$ cat src/nrmc_fifo.sv
// ----------------------------------------------------------------------------
// nrmc_fifo: short show-ahead queue
// Holds captured sentences between the parser and the conversion pipeline.
// DEPTH must be a power of two, at least two.
// ----------------------------------------------------------------------------
module nrmc_fifo #(
   parameter int WIDTH = 8,
   parameter int DEPTH = 4
) (
   input  logic             clock,
   input  logic             reset,
   input  logic             push,
   input  logic [WIDTH-1:0] wr_data,
   output logic             full,
   input  logic             pop,
   output logic [WIDTH-1:0] rd_data,
   output logic             empty
);

   localparam int AW = $clog2(DEPTH);

   logic [WIDTH-1:0] mem_ff [DEPTH];
   logic [AW:0]      wr_ptr_ff, wr_ptr_in;
   logic [AW:0]      rd_ptr_ff, rd_ptr_in;

   // status flags from the pointer pair
   assign empty   = (wr_ptr_ff == rd_ptr_ff);
   assign full    = (wr_ptr_ff[AW] != rd_ptr_ff[AW]) &&
                    (wr_ptr_ff[AW-1:0] == rd_ptr_ff[AW-1:0]);
   assign rd_data = mem_ff[rd_ptr_ff[AW-1:0]];

   assign wr_ptr_in = (push && !full) ? wr_ptr_ff + 1'b1 : wr_ptr_ff;
   assign rd_ptr_in = (pop && !empty) ? rd_ptr_ff + 1'b1 : rd_ptr_ff;

   // pointers
   always_ff @(posedge clock) begin
      if (reset) begin
         wr_ptr_ff <= '0;
         rd_ptr_ff <= '0;
      end else begin
         wr_ptr_ff <= wr_ptr_in;
         rd_ptr_ff <= rd_ptr_in;
      end
   end

   // storage
   always_ff @(posedge clock) begin
      if (push && !full) begin
         mem_ff[wr_ptr_ff[AW-1:0]] <= wr_data;
      end
   end

endmodule

$ cat config.mk
export PLATFORM = sky130hd
export DESIGN_NAME = nrmc_fifo
export DESIGN_NICKNAME = d
export VERILOG_FILES = /design/src/nrmc_fifo.sv
export SDC_FILE = /design/constraint.sdc
export NUM_CORES = 1
export LEC_CHECK = 0
export BUFFER_PORTS_ARGS = -buffer_cell sky130_fd_sc_hd__buf_2
export CAP_MARGIN = 10
export CELL_PAD_IN_SITES_DETAIL_PLACEMENT = 1
export CELL_PAD_IN_SITES_GLOBAL_PLACEMENT = 2
export CORE_ASPECT_RATIO = 1.75
export CORE_MARGIN = 2
export CORE_UTILIZATION = 30
export DETAILED_ROUTE_END_ITERATION = 12
export PLACE_DENSITY = 0.6
export SLEW_MARGIN = 20
export SYNTH_ARGS = -nofsm -noshare
export SYNTH_HDL_FRONTEND = slang
export SYNTH_SLANG_ARGS = --single-unit
$ cat constraint.sdc
create_clock -name clock -period 1.99 [get_ports clock]
set_input_delay 0.0995 -clock clock [delete_from_list [all_inputs] [get_ports clock]]
set_output_delay 0.0995 -clock clock [all_outputs]
set_load 0.01 [all_outputs]
Word level (Yosys, flattened, before mapping). Memory sizes are Yosys's and may differ from the RTL's. A register that Yosys moved wholly into a read port is not among the register bits. Cells that the tools add are included. Widths: inputs -> output; s select.

Memories: 1. Logic and storage cells: 17. Output and inout port bits: 10. Bits in writable memories: 32. Memory bits (read-only): 0. Bits in registers: 6. Bits in latches: 0. Input bits: 12.

Shift operators: 0. Mux-type cells: 4. Order comparisons: 0. Reductions and logical operators: 5. Equal/unequal tests: 3. Multiply operators: 0. Bitwise operators: 0. Divide/modulo/power cells: 0. Add/subtract/negate cells: 2.

Memory list: mem_ff (depth 4, width 8, rd ports 1, clocked after Yosys merged registers in 1, write ports 1, line 22) `logic [WIDTH-1:0] mem_ff [DEPTH];`.

Operators by type and width (number): $add 3x1->3 const B (2); $mux 2 (2); $eq 3x3->1 (1); $logic_and 1x1->1 (3); $eq 2x2->1 (1); $logic_not 1->1 (2); $mux 1 (2); $ne 1x1->1 (1).

Logic depth before layout (Yosys ltp). Gate-level depths: netlist (run 1).

Depth after elaboration: 6. Gate-level depth with buffers: 5. Depth with buffers taken out: 4.

Worst setup path before layout (run 1). OpenSTA, ideal clock, no wires.

Path kind: reg-to-reg. Start point: register rd_ptr_ff[1]. End point: memory mem_ff[3][0], enable pin. Arrival: 1.190 ns. Required time: 1.612 ns. Library setup time: 0.378 ns. Buffers on the path: 1. Path slack: 0.422 ns. Stages on the path, launching flop included: 4. Period minus slack after synthesis: 1.568 ns. Cell sequence: dfxtp_1 > clkbuf_4 > xnor2_1 > a31oi_1.

Word-level cells in the longest chain between the ends: 6.

Ends and longest elaborated chain: from (decl) (line 24) `logic [AW:0] rd_ptr_ff, rd_ptr_in;`; from (signal assigned) (line 42) `rd_ptr_ff <= rd_ptr_in;`; $eq 2x2->1 (line 29) `(wr_ptr_ff[AW-1:0] == rd_ptr_ff[AW-1:0]);`; $logic_and 1x1->1 (line 28) `assign full = (wr_ptr_ff[AW] != rd_ptr_ff[AW]) &&`; $logic_not 1->1 (line 48) `if (push && !full) begin`; $logic_and 1x1->1 (line 48); $mux 1 (line 48); $mux 1 (implied by the code) (line 49) `mem_ff[wr_ptr_ff[AW-1:0]] <= wr_data;`; to (decl) (line 22).

Every way passes these cells.

Final worst setup path (run 1).
Start point: register wr_ptr_ff[1]. End point: output empty.

Word-level cells in the longest chain between the ends: 1.

Ends and longest elaborated chain: from (decl) (line 23) `logic [AW:0] wr_ptr_ff, wr_ptr_in;`; from (signal assigned) (line 41) `wr_ptr_ff <= wr_ptr_in;`; $eq 3x3->1 (line 27) `assign empty = (wr_ptr_ff == rd_ptr_ff);`; to (decl) (line 17) `output logic empty`.

Every way passes these cells.

==> metrics.csv, run 1 <==
metric;value;unit
synthDistinctLibCells;29;
ys_seq_area_share;64.7;%
worstRegToRegCells;3;
grt_max_degree;13;
routed_via_density;4.69;
path_class;reg -> out;
wl_per_cell;16.4;um
synthToLayoutAreaGrowth;17.4;%
seq_area;0.00112;mm2
fp.dieW;61.4;um
clkTransAtPathRegs;0.08;ns
synthCells;110;
p_total;2.61;mW
setup_ws;0.247;ns
syn_nets;127;
synth_warnings;0;
hold_path_class;in -> reg;
rows;36;
core;0.00559;mm2
grt_overflow;0;
ios;22;
fin_crit;1.74;ns
layout-drive-gt1-share;31.9;%
crit_arrival;1.64;ns
synth_commonest_cells;edfxtp_1, dfxtp_1, mux4_2;
tns;0;ns
multi_input_area;562;um2
cts_made_buffers;5;
synth_area_leaders;edfxtp_1, mux4_2, dfxtp_1;
power_frac_seq;43.7;%
synth_top_area_share;55.5;%
intPower;1.73;mW
antenna_found_initial;0;
num_vias;1018;
cts_max_path_buffers;2;
outcome;completed;
synthArstFlopShare;0;%
cp_cell_sequence;xnor2_1 > nand2_1 > nor2_1 > buf_2;
max_cap_violations;0;
p_switching;882;uW
max_freq;574;MHz
swShare;33.8;%
dieArea;0.00642;mm2
slowest_stage;xnor2_1;
rsz0062_at_grt;no;
syn_avg_cell_area;15.7;um2
fin_worst_skew;0.00409;ns
grt_pass1_vias;1107;
critPathMaxStageDelay;0.48;ns
clockPowerShare;19.2;%
drc;0;
drv_slew;0;
die_height;105;um
reg2reg_slack;0.33;ns
crit_required;1.89;ns
fillers;616;
end_kind;output pin;
synth_seq_cells;40;
ir_drop;0.506;mV
holdPathStages;1;
synth.most_common_cell;edfxtp_1;
first_iter_violations;11;
postRouteAntennaNets;0;
hpwl;2720;um
synth_ff_type;edfxtp_1;
setup_viol;0;
clk_latency;0.28;ns
period_share;87.6;%
slew_headroom;62.1;%
track_usage;12.0;%
synthesis.area;0.00173;mm2
clock-root-buffer;clkbuf_8;
hold_violations;0;
synth-edff-count;32;
grt_pass1_wl;5580;um
portBuffers;21;
initial_core_util;31.0;%
htreeDepth;2;
nNetsFinal;157;
power_frac_comb;37.1;%
diodes;0;
yosysTopAreaCell;edfxtp_1;
cp_max_fo;6;
place_ws;0.304;ns
cellPowerDensity;1280;mW/mm2
cts_tree;yes;
p_leak;0.710;nW
postCtsHoldBufs;0;
routed_wl;3560;um
cp-start-kind;flop;
place.gp.congestion;0.800;
worst_slew_pin_slew;0.565;ns
detail_route.first_pass.iterations;4;
cts_num_sinks;40;
## stage by stage
stage / hold WS, ns / utilization, % / cell area [um2] / cells
after detailed placement: 0.325 / 34.8 / 1940 / 209
final: 0.0291 / 36.4 / 2030 / 217
after global placement: 0.320 / 34.8 / 1940 / 209
after CTS: 0.0235 / 36.3 / 2030 / 217
after global routing: 0.0245 / 36.4 / 2030 / 217
after floorplan: 0.198 / - / 1730 / 110
## power groups by stage
stage | registers [mW] | logic, mW | clock network, mW
2_1_floorplan | 1.14 | 0.633 | 0
3_3_place_gp | 1.15 | 0.972 | 0
3_5_place_dp | 1.15 | 0.978 | 0
4_1_cts | 1.14 | 0.980 | 0.523
5_1_grt | 1.15 | 1.09 | 0.546
6_report | 1.14 | 0.968 | 0.501
## registers in the layout, indices dropped and copies added (netlist names), named ones only
register and flops:
mem_ff 32, wr_ptr_ff 3, rd_ptr_ff 3
## final timing paths
path | start | end
hold / removal | wr_data[7] | mem_ff[1][7]
hold reg to reg | wr_ptr_ff[2] | wr_ptr_ff[2]
setup reg to reg | wr_ptr_ff[1] | mem_ff[0][3]
setup / recovery | wr_ptr_ff[1] | empty
## logic make-up (layout without fill, tap and decap cells)
logic type / after synthesis / in the layout / synth area share (%)
DFF: 40 / 40 / 64.7
buffers and inverters: 9 / 40 / 3.25
AOI/OAI and AO/OA: 19 / 19 / 7.44
adders and majority gates: 5 / 5 / 3.61
muxes: 8 / 8 / 10.4
xor gates and xnor gates: 6 / 6 / 3.04
and+or+nand+nor: 23 / 23 / 7.52
## final cells by class
cell class	count	area share [%]
Clock buffer	5	3.38
Clock inverter	3	0.677
Inverter	4	0.738
Multi-Input combinational cell	61	27.6
Sequential cell	40	55.1
Tap cell	76	4.68
Timing Repair Buffer	28	7.75
## metal layers
metal | part of all wire (%) | up-vias | GRT usage [%] | routed length, um
met5 | 0 | - | 0 | 0
met4 | 1.7 | 0 | 4.71 | 61
met3 | 2.3 | 6 | 2.61 | 83
met2 | 58 | 18 | 22.3 | 2080
met1 | 38 | 503 | 12.0 | 1340
li1 | - | 491 | - | -
## worst max-delay path: cells and delay by family, from the launching register on
kind / cells / cell delay, ns
buffers and inverters: 1 / 0.14
and+or+nand+nor: 2 / 0.42
DFF: 1 / 0.33
xor gates and xnor gates: 1 / 0.48
## cells in the final DEF (no fill, tap or decap), drive strengths merged, types with 5 or more instances in the layout
cell | Yosys | routed
edfxtp | 32 | 32
buf | 3 | 28
ha | 5 | 5
clkbuf | 2 | 5
nand2 | 5 | 5
dfxtp | 8 | 8
mux4 | 8 | 8
o211ai | 5 | 5
## timing repair
action / 4_1_cts / 5_1_grt
endpoints found under the setup margin: 0 / 1
gates resized for setup: 0 / 1
buffers inserted: 0 / 0
endpoints found under the hold margin: 0 / 0
Note: power is estimated with default switching activity, not from simulation.
==> run 2, diff against run 1 <==
--- a/config.mk
+++ b/config.mk
@@ -5,6 +5,7 @@
 export SDC_FILE = /design/constraint.sdc
 export NUM_CORES = 1
 export LEC_CHECK = 0
+export ABC_AREA = 1
 export BUFFER_PORTS_ARGS = -buffer_cell sky130_fd_sc_hd__buf_2
 export CAP_MARGIN = 10
 export CELL_PAD_IN_SITES_DETAIL_PLACEMENT = 1
@@ -13,7 +14,7 @@
 export CORE_MARGIN = 2
 export CORE_UTILIZATION = 30
 export DETAILED_ROUTE_END_ITERATION = 12
-export PLACE_DENSITY = 0.6
+export PLACE_DENSITY = 0.65
 export SLEW_MARGIN = 20
 export SYNTH_ARGS = -nofsm -noshare
 export SYNTH_HDL_FRONTEND = slang
==> run 2 against run 1 <==
  * Die area fell by 1.8%
  * Critical path type unchanged
  * Cell count rose by 18%
  * Clock-buffer cell count rose by 1
  * Worst setup slack improved by 0.21 ns
  * Power fell by 25%
  * Register-to-register slack improved by 0.18 ns
  * Area after synthesis fell by 1.9%
  * Highest routed layer unchanged
  * Non-clock buffer count fell by 3
  * Sequential power fell by 14%
  * First-iteration DRC count rose by 120%
==> metrics.csv, run 2 <==
metric;value;unit;change
worstRegToRegCells;7;;+4
drc;0;;unchanged
max_cap_violations;0;;unchanged
fin_crit;1.53;ns;-0.212 ns
diodes;0;;unchanged
wl_per_cell;14.5;um;-12%
routed_via_density;4.56;;-2.7%
dp_cells;249;;+19%
clkTransAtPathRegs;0.08;ns;about the same
synth_area_leaders;edfxtp_1, dfxtp_1, nor2_1;;
cts_made_buffers;5;;unchanged
detail_route.first_pass.iterations;4;;unchanged
htreeDepth;2;;unchanged
synth_warnings;0;;unchanged
hold_violations;0;;unchanged
fp.dieW;60.9;um;-0.88%
outcome;completed;;
final_common_cell;edfxtp_1;;
fillers;627;;+1.8%
clk_latency;0.29;ns;about the same
synth.most_common_cell;edfxtp_1;;
met1_length;1390;um;+3.8%
ys_seq_area_share;66.0;%;+1.2 points
ios;22;;unchanged
first_iter_violations;24;;+13
cp_max_fo;9;;+3
crit_arrival;1.43;ns;-0.21 ns
portBuffers;21;;unchanged
synthToLayoutAreaGrowth;18.8;%;
synthCells;150;;+36%
multi_input_area;495;um2;-12%
rows;36;;unchanged
routed_wl;3730;um;+4.7%
ir_drop;0.328;mV;-35%
finalNonFillerCells;257;;+18%
cts_tree;yes;;
clock-root-buffer;clkbuf_8;;
synth_top_area_share;56.6;%;+1.1 points
antenna_found_initial;0;;unchanged
cp-start-kind;flop;;
cts_setup_buffers;0;;unchanged
place.gp.congestion;0.760;;-5.0%
num_vias;1173;;+15%
layout-drive-gt1-share;26.0;%;-5.9 points
fin_area;0.00202;mm2;-0.74%
hold_path_class;in -> reg;;
synth-edff-count;32;;unchanged
yosysTopAreaCell;edfxtp_1;;
synth_commonest_cells;edfxtp_1, nor2_1, nand2_1, o21ai_0, inv_1;;
fin_worst_skew;0.00641;ns;+0.00232 ns
synthArstFlopShare;0;%;unchanged
cts_num_sinks;40;;unchanged
dieArea;0.00631;mm2;-1.8%
syn_nets;167;;+31%
postRouteAntennaNets;0;;unchanged
dpl_cell_area;0.00191;mm2;-1.7%
cts_max_path_buffers;2;;unchanged
grt_pass1_vias;1248;;+13%
largest_register_ffs;32;;unchanged
initial_core_util;30.7;%;-0.34 points
synth_ff_type;edfxtp_1;;
rsz0062_at_grt;no;;
tns;0;ns;unchanged
syn_avg_cell_area;11.3;um2;-28%
maxUsedRoutingLayer;met4;;
track_usage;13.5;%;+1.5 points
period_share;77.0;%;-11 points
setup_viol;0;;unchanged
drv_slew;0;;unchanged
path_class;reg -> out;;
hpwl;2850;um;+4.9%
crit_required;1.89;ns;about the same
grt_max_degree;17;;+4
nNetsFinal;197;;+25%
end_kind;output pin;;
postCtsHoldBufs;0;;unchanged
finalCoreUtilization;36.4;%;about the same
synth_seq_cells;40;;unchanged
grt_overflow;0;;unchanged
cellPowerDensity;967;mW/mm2;-25%
synthesis.area;0.00170;mm2;-1.9%
holdPathStages;1;;unchanged
setup_ws;0.458;ns;+0.212 ns
p_leak;0.810;nW;+14%
wl_met2;2130;um;+2.4%
core;0.00554;mm2;-0.81%
slew_headroom;78.0;%;+16 points
max_freq;653;MHz;+14%
seq_area;0.00112;mm2;unchanged
synthDistinctLibCells;18;;-38%
die_height;104;um;-0.91%
worst_slew_pin_slew;0.330;ns;-0.235 ns
route.met3.wl;118;um;+42%
place_ws;0.506;ns;+0.202 ns
mostFrequentLayoutCells;edfxtp_1, nor2_1, buf_2;;
grt_pass1_wl;6160;um;+11%
cts_resized;0;;unchanged
## run 2: changes by cell type after synthesis, sizes merged, moves of 4 or more
cell / previous run / this run
a31oi: 4 / 0
inv: 4 / 17
mux4: 8 / 0
nand2: 5 / 23
nor2: 2 / 27
nor3b: 4 / 0
o211ai: 5 / 0
o21ai: 4 / 16
o22ai: 0 / 8
## run 2: area by class of cell
type                            count  area share [%]
Clock buffer                        6            3.60
Tap cell                           76            4.71
Timing Repair Buffer               25            6.70
Sequential cell                    40            55.5
Inverter                           17            3.16
Clock inverter                      2            1.74
Multi-Input combinational cell     91            24.6
## run 2: where the power goes
part | total [mW] | switching (mW) | leakage [nW] | internal, mW
combinational | 0.321 | 0.202 | 0.395 | 0.119
clock | 0.645 | 0.273 | 0.0552 | 0.372
sequential | 0.986 | 0.0342 | 0.360 | 0.951
## run 2: worst paths after layout
check                                   from            to  slack [ns]
worst max register to register  wr_ptr_ff[0]  mem_ff[2][6]        0.51
worst min-delay path              wr_data[7]  mem_ff[2][7]        0.03
worst min register to register  rd_ptr_ff[2]  rd_ptr_ff[2]        0.56
worst max-delay path                    flop    rd_data[7]        0.46
## run 2: layer usage
layer	track usage (%)	vias to the layer above
li1	-	573
met1	14.1	567
met2	23.6	25
met3	3.75	8
met4	6.06	0
met5	0	-
## run 2: cell families after synthesis
| kind of cell | synth area share, % |
|---|---|
| compound gates | 9.13 |
| buf+inv | 4.86 |
| simple gates | 16.3 |
| flops | 66.0 |
| fa+ha+maj | 3.68 |
## run 2: critical path, cell delays in order, from the launching register on
cell	delay, ns
dfxtp_1	0.52
inv_1	0.24
o21ai_0	0.15
o22ai_1	0.10
buf_2	0.15
## run 2: metrics by stage
step	total power [mW]	hold WS, ns
6_report	1.95	0.0298
5_1_grt	2.06	0.0212
4_1_cts	1.99	0.0222
3_5_place_dp	1.34	0.330
3_3_place_gp	1.33	0.325
2_1_floorplan	1.20	0.198
==> run 3, diff against run 2 <==
--- a/config.mk
+++ b/config.mk
@@ -5,7 +5,7 @@
 export SDC_FILE = /design/constraint.sdc
 export NUM_CORES = 1
 export LEC_CHECK = 0
-export ABC_AREA = 1
+export ABC_AREA = 0
 export BUFFER_PORTS_ARGS = -buffer_cell sky130_fd_sc_hd__buf_2
 export CAP_MARGIN = 10
 export CELL_PAD_IN_SITES_DETAIL_PLACEMENT = 1
@@ -14,7 +14,7 @@
 export CORE_MARGIN = 2
 export CORE_UTILIZATION = 30
 export DETAILED_ROUTE_END_ITERATION = 12
-export PLACE_DENSITY = 0.65
+export PLACE_DENSITY = 0.63
 export SLEW_MARGIN = 20
 export SYNTH_ARGS = -nofsm -noshare
 export SYNTH_HDL_FRONTEND = slang
==> constraint.sdc (replaced) <==
create_clock -name clock -period 1.4 [get_ports clock]
set_input_delay 0.07 -clock clock [delete_from_list [all_inputs] [get_ports clock]]
set_output_delay 0.07 -clock clock [all_outputs]
set_load 0.01 [all_outputs]
==> run 3 against run 2 <==
  * Cell count shrank 8.9%
  * Combinational power grew to 6.3 times the previous value
  * Hold slack lost 0.017 ns
  * Sequential share of layout area shrank 6.3 points
  * Highest routed layer unchanged
  * Non-clock buffer count grew 20
  * Die area grew 1.8%
  * Wire length shrank 2.2%
  * Clock skew shrank 0.0028 ns
  * Final area grew 14%
  * Sequential cell count is the same
  * The flow now finishes with violations (negative setup slack)
  * Largest power group is now combinational cells
  * Register-to-register slack lost 0.46 ns
  * Critical path depth shrank 1
==> metrics.csv, run 3 (synthesized netlist as in run 1, its figures left out) <==
metric;value;unit;change
drc;0;;unchanged
hold_violations;0;;unchanged
crit_family;multiplexers;;
fillers;616;;-1.8%
num_vias;1115;;-4.9%
cts_num_sinks;40;;unchanged
finalCoreUtilization;41.2;%;+4.8 points
violations;negative setup slack;;
grt_pass1_vias;1194;;-4.3%
fp.dieW;61.4;um;+0.89%
ir_drop;0.996;mV;+200%
crit_required;1.33;ns;-0.56 ns
multi_input_area;624;um2;+26%
worst_slew_pin_slew;0.366;ns;+0.0356 ns
cp_cell_sequence;buf_12 > mux4_2 > buf_6;;
wl_per_cell;15.6;um;+7.4%
slowest_stage;mux4_2;;
outcome;finished with violations;;
cp_num_buf_inv;2;;unchanged
grt_pass1_wl;5820;um;-5.5%
critPathMaxStageDelay;0.52;ns;about the same
first_iter_violations;18;;-25%
dpl_cell_area;0.00205;mm2;+7.1%
grt_overflow;0;;unchanged
dp_cells;216;;-13%
max_cap_violations;0;;unchanged
period_share;106;%;
path_class;reg -> out;;
clkTransAtPathRegs;0.07;ns;about the same
seq_area;0.00113;mm2;+1.2%
largest_register_ffs;32;;unchanged
mostFrequentLayoutCells;edfxtp_1, buf_2, buf_4;;
cp-start-kind;flop;;
fin_crit;1.49;ns;
dieArea;0.00642;mm2;+1.8%
drv_slew;0;;unchanged
worstRegToRegCells;4;;-3
clk_latency;0.28;ns;about the same
routed_via_density;4.76;;+4.4%
track_usage;12.6;%;-0.88 points
cts_tree;yes;;
rows;36;;unchanged
grt_max_degree;14;;-3
cts_max_path_buffers;2;;unchanged
setup_viol;8;;+8
nNetsFinal;174;;-12%
detail_route.first_pass.iterations;3;;-1
setup_ws;-0.0899;ns;-0.548 ns
fin_area;0.00230;mm2;+14%
die_height;105;um;+0.92%
postRouteAntennaNets;0;;unchanged
clock-root-buffer;clkbuf_8;;
antenna_found_initial;0;;unchanged
cts_made_buffers;5;;unchanged
crit_arrival;1.42;ns;about the same
rsz0062_at_grt;yes;;
ios;22;;unchanged
final_common_cell;edfxtp_1;;
finalNonFillerCells;234;;-8.9%
hpwl;2840;um;-0.38%
p_leak;0.822;nW;+1.5%
max_freq;671;MHz;
holdPathStages;1;;unchanged
initial_core_util;31.0;%;+0.34 points
layout-drive-gt1-share;45.6;%;+20 points
routed_wl;3650;um;-2.2%
htreeDepth;2;;unchanged
end_kind;output pin;;
p_total;4.48;mW;+130%
cellPowerDensity;1950;mW/mm2;+100%
diodes;0;;unchanged
slew_headroom;75.6;%;-2.4 points
cp_max_fo;8;;-1
crit_cells;3;;-1
synthToLayoutAreaGrowth;33.0;%;
place.gp.congestion;0.765;;+0.57%
portBuffers;21;;unchanged
core;0.00559;mm2;+0.81%
fin_worst_skew;0.00365;ns;-0.00277 ns
hold_path_class;in -> reg;;
run 3: cell type report:
type	count	area share, %
Inverter	4	0.652
Sequential cell	40	49.3
Clock buffer	5	2.99
Tap cell	76	4.13
Clock inverter	3	0.815
Multi-Input combinational cell	61	27.1
Timing Repair Buffer	45	15.0
run 3: routing by layer:
layer / vias to the layer above / share of wire [%] / routed length (um) / GRT usage, %
li1: 527 / - / - / -
met1: 555 / 37 / 1360 / 12.9
met2: 25 / 57 / 2100 / 22.4
met3: 8 / 3.0 / 108 / 2.99
met4: 0 / 2.2 / 80 / 6.08
met5: - / 0 / 0 / 0
run 3: path summary, 6_finish.rpt:
path	start	end	slack, ns
worst max-delay path	flop	rd_data[6]	-0.09
worst min-delay path	wr_data[4]	mem_ff[3][4]	0.01
worst max register to register	wr_ptr_ff[2]	mem_ff[3][5]	0.05
worst min register to register	rd_ptr_ff[2]	rd_ptr_ff[2]	0.62
run 3: per-stage QoR:
stage	TNS, ns	hold slack, ns	setup WS [ns]
2_1_floorplan	-0.0324	0.169	-0.00405
3_3_place_gp	-0.366	0.293	-0.0379
3_5_place_dp	-1.88	0.296	-0.0656
4_1_cts	-0.711	0.00207	-0.102
5_1_grt	-1.08	0.0123	-0.135
6_report	-0.562	0.0131	-0.0899
run 3: worst register-to-register path: stages, from the launching register on:
cell and delay (ns):
dfxtp_1 0.32, xor2_1 0.19, buf_4 0.18, a31oi_2 0.20, buf_6 0.17
run 3: power by group:
group	switching, mW	internal, mW	total [mW]
Combinational	0.874	1.15	2.02
Clock	0.379	0.347	0.726
Sequential	0.194	1.54	1.73
run 3: timing repair:
item,4_1_cts,5_1_grt
hold buffers,4,1
setup buffers,2,4
endpoints found under the setup margin,45,43
hold endpoints to repair,13,1
gates resized for setup,16,9
pin swaps,3,4
